===== config.mk =====
export PLATFORM = sky130hd
export DESIGN_NAME = tfps_ram
export DESIGN_NICKNAME = d
export VERILOG_FILES = /design/src/hw/rtl/tfps_ram.sv
export SDC_FILE = /design/constraint.sdc
export NUM_CORES = 1
export LEC_CHECK = 0
export ABC_CLOCK_PERIOD_IN_PS = 1600
export BUFFER_PORTS_ARGS = -buffer_cell sky130_fd_sc_hd__buf_2
export CORE_MARGIN = 10
export CORE_UTILIZATION = 54
export DETAILED_ROUTE_END_ITERATION = 8
export GPL_ROUTABILITY_DRIVEN = 0
export PLACE_DENSITY_LB_ADDON = 0.08
export SLEW_MARGIN = 20
export SYNTH_ARGS = -nofsm -noshare
export SYNTH_HDL_FRONTEND = slang
export SYNTH_SLANG_ARGS = --single-unit

===== constraint.sdc =====
create_clock -name clk -period 1.6 [get_ports clk]
set_input_delay 0.08 -clock clk [delete_from_list [all_inputs] [get_ports clk]]
set_output_delay 0.08 -clock clk [all_outputs]
set_load 0.01 [all_outputs]

===== src/hw/rtl/tfps_ram.sv =====
// ----------------------------------------------------------------------------
// tfps_ram: generic single-port-write, single-port-read synchronous RAM
// One write and one registered read per cycle.
// ----------------------------------------------------------------------------
module tfps_ram #(
  parameter int WIDTH = 8,
  parameter int DEPTH = 16
) (
  input  logic                     clk,
  input  logic                     wr_en,
  input  logic [$clog2(DEPTH)-1:0] wr_addr,
  input  logic [WIDTH-1:0]         wr_data,
  input  logic                     rd_en,
  input  logic [$clog2(DEPTH)-1:0] rd_addr,
  output logic [WIDTH-1:0]         rd_data
);

  logic [WIDTH-1:0] mem [DEPTH];

  always_ff @(posedge clk) begin
    if (wr_en) begin
      mem[wr_addr] <= wr_data;
    end
    if (rd_en) begin
      rd_data <= mem[rd_addr];
    end
  end

endmodule


# After elaboration in Yosys (flattened, before gate mapping)
# Memories as Yosys holds them, arrays and structs flattened. A register that Yosys moved wholly into a read port is not among the register bits.
# Cells that the tools add are included.
[totals] mem_count=1 reg_bits=0 elab_cells=3 out_inout_bits=8 ram_bits=128
[op_classes] muxes=2
[memory_table] memory="mem" words=16 width=8 rd=1 rd_clocked_by_memory_dff=1 wr=1 line="18" text="logic [WIDTH-1:0] mem [DEPTH];"
[op_table] cell="$mux 1" n=2

# Depth between registers and ports, before layout
[depth] depth_word=2 depth_mapped=5 ltp_nobuf=3

# Worst setup path before layout
# OpenSTA, ideal clock, no wires.
[synth_timing] kind="input -> register" start="input wr_addr[2]" end="memory mem[0][0], enable pin" n_path_buf=0 stages=2 required_ns=1.217 setup_slack_ns=0.027 t_arrival_ns=1.190 path_cell_list="or3b_2 -> nor3_1"
[synth_rtl] item="start: declaration" line="11" text="input logic [$clog2(DEPTH)-1:0] wr_addr,"
[synth_rtl] item="end: declaration" line="18"
# No word-level cell before the write port.

==> impl_metrics.json <==
{
  "cp_data_arrival_time_ps": 1740,
  "yosysSeqAreaShare": 0.781,
  "syn_to_final_growth_pct": 21.7,
  "reg2reg_slack_ps": 110,
  "yosys-top-cells-area": "edfxtp_1 (78%), mux4_2 (7.8%), mux4_1 (7.0%)",
  "yosysWarnings": 0,
  "skew_ps": 6.79,
  "wire_per_inst_um": 23.3,
  "nNetsFinal": 317,
  "vias_per_cell": 5.64,
  "io_buffers": 26,
  "slew_headroom": 0.706,
  "crit_fanout": 1,
  "clkTransAtPathRegs_ps": 60,
  "rsz0062_at_grt": "false",
  "r2r_start": "mem[1][0]",
  "power_density_nw_per_um2": 1320,
  "grt_max_degree": 17,
  "die_h_um": 118,
  "drcViolationCount": 0,
  "worstSetupStartpointType": "flop",
  "max-clock-path-buffers": 2,
  "cts_tree": "done",
  "max_freq_mhz": 672,
  "synth.largest_area_cell": "edfxtp_1",
  "numCtsBuffers": 17,
  "grt_overflow_total": 0,
  "drtAntennaViolNets": 0,
  "hold-path-cell-count": 3,
  "synth.distinct_cells": 18,
  "rows": 35,
  "p_total_w": 0.00843,
  "place_ws_ps": -70.6,
  "maxCapViolCount": 0,
  "worstHoldStart": "wr_addr[0]",
  "hold_ws_ps": 135,
  "antenna_found_initial": 0,
  "top_level_ports": 27,
  "hold_viol_final": 0,
  "required_ps": 1860,
  "syn_nets": 248,
  "antenna_cells": 0,
  "clock-sinks": 136,
  "cts_setup_buffers": 0,
  "holdCritPathClass": "in2reg",
  "ys_seq_elements": 136,
  "finalCriticalPeriod_ps": 1490,
  "power.leakage_nw": 2.19,
  "final_cells": 440,
  "die_w_um": 118,
  "worstSkewPairLatency_ps": 510,
  "wl_um": 10300,
  "hpwl_um": 6380,
  "ir_drop_mv": 0.914,
  "setup_violations": 0,
  "slew_viol_final": 0,
  "finalWorstSetupSlack_ps": 113,
  "dp.cells": 399,
  "worst_slew_pin_slew_ps": 441,
  "syn-cell-area_sq_um": 5230,
  "htreeDepth": 4,
  "track_usage": 0.152,
  "syn_inst": 229,
  "dr.first_iter.drc_count": 203,
  "crit_path_end_kind": "flop",
  "synth.top_cell.area_share": 0.781,
  "first_global_vias": 2621,
  "hold_end": "mem[8][6]",
  "core_area_sq_um": 9330,
  "vias": 2481,
  "die-area_sq_um": 14000,
  "reg2reg_depth": 3,
  "grt_pass1_wl_um": 15800,
  "drt-pass1-iter-count": 4,
  "crit_type": "reg2reg",
  "drive_above_1_share": 0.318,
  "final_util": 0.682,
  "cts_root_buffer": "clkbuf_8",
  "min_period_over_period": 0.930,
  "initial_core_util": 0.560,
  "syn_avg_cell_area_sq_um": 22.8,
  "crit_family": "multiplexers",
  "slowest_delay_ps": 510,
  "outcome": "finished, final reports clean",
  "cp_num_buf_inv": 0,
  "r2r_end": "rd_data[0]",
  "path_cells": "mux4_1, a22oi_1, nand2_1",
  "crit_path_top_delay_cell": "mux4_1"
}
[logic make-up after synthesis]
| logic type | after synthesis | synth area share |
|---|---|---|
| compound gates | 16 | 0.0230 |
| buf+inv | 10 | 0.0165 |
| flops | 136 | 0.781 |
| mux | 32 | 0.148 |
| simple gates | 35 | 0.0314 |
[placed cells by master (no fill, tap or decap)]
cell type and instances:
clkbuf_1 1, and2b_1 1, buf_12 3, nand3_1 1, clkbuf_8 1, clkinv_1 2, nand2_1 9, buf_4 22
or3b_2 1, nor3_1 4, bufinv_16 4, nand3b_1 2, nand2b_1 2, a22oi_1 16, and2_1 1, nor2_1 13
buf_2 26, clkinvlp_4 1, nor2b_1 1, clkbuf_16 16, mux4_1 14, dlygate4sd3_1 9, inv_6 4, edfxtp_1 136
clkinv_4 3, mux4_2 18
[flip-flops by register name, indices dropped and copies added, names as in the netlist]
name,cells
mem,128
rd_data,8
[where the power goes]
| group | switching [W] | internal [W] |
|---|---|---|
| Sequential | 0.0000222 | 0.00401 |
| Clock | 0.00145 | 0.00255 |
| Combinational | 0.000218 | 0.000183 |
| Total | 0.00169 | 0.00674 |
[synth_stat cells]
| library cell | count |
|---|---|
| buf_2 | 3 |
| buf_4 | 1 |
| nand2b_1 | 2 |
| nand2_1 | 9 |
| nor3_1 | 4 |
| clkdlybuf4s25_2 | 3 |
| nor2_1 | 13 |
| buf_6 | 3 |
| nand3_1 | 1 |
| or3b_2 | 1 |
| nand3b_1 | 2 |
| mux4_2 | 18 |
| mux4_1 | 14 |
| a22oi_1 | 16 |
| edfxtp_1 | 136 |
| and2_1 | 1 |
| nor2b_1 | 1 |
| and2b_1 | 1 |
[routing by layer]
metal	vias to the layer above	GRT usage	part of all wire
li1	1122	-	-
met1	1271	0.204	0.43
met2	79	0.235	0.49
met3	9	0.0509	0.063
met4	0	0.0366	0.0091
met5	-	0	0
[worst max-delay path by stage]
| stage | depth (start not counted) | slack, ps | to | startpoint |
|---|---|---|---|---|
| final | 3 | 110 | rd_data[0] | mem[1][0] |
| after global routing | 3 | 60 | rd_data[6] | mem[11][6] |
| after CTS | 3 | 90 | rd_data[0] | mem[1][0] |
| after detailed placement | 5 | -70 | rd_data[0] | rd_addr[0] |
| after global placement | 5 | -60 | rd_data[0] | rd_addr[0] |
| after floorplan | 2 | 30 | mem[0][0] | wr_addr[2] |
[stage by stage]
stage / instance area (sq um) / setup TNS [ps]
global placement: 5660 / -145
CTS: 6360 / 0
floorplan: 5230 / 0
global route: 6360 / 0
finish: 6360 / 0
detailed placement: 5660 / -112
[worst min-delay path, cell delays in order]
cell and delay (ps):
buf_2 140, nor3_1 70, buf_4 170
[timing repair]
item | in CTS | in global routing
hold buffers | 9 | 0
endpoints found under the hold margin | 136 | 0
resized for setup | 0 | 0
[final cells by class]
type	count	area (sq um)
fill	613	2970
tap	129	161
timing repair buffer	60	445
multi-input combinational	83	1060
sequential	136	4080
clock inverter	14	196
clock buffer	18	418
Power figures use the tool's default switching activity.
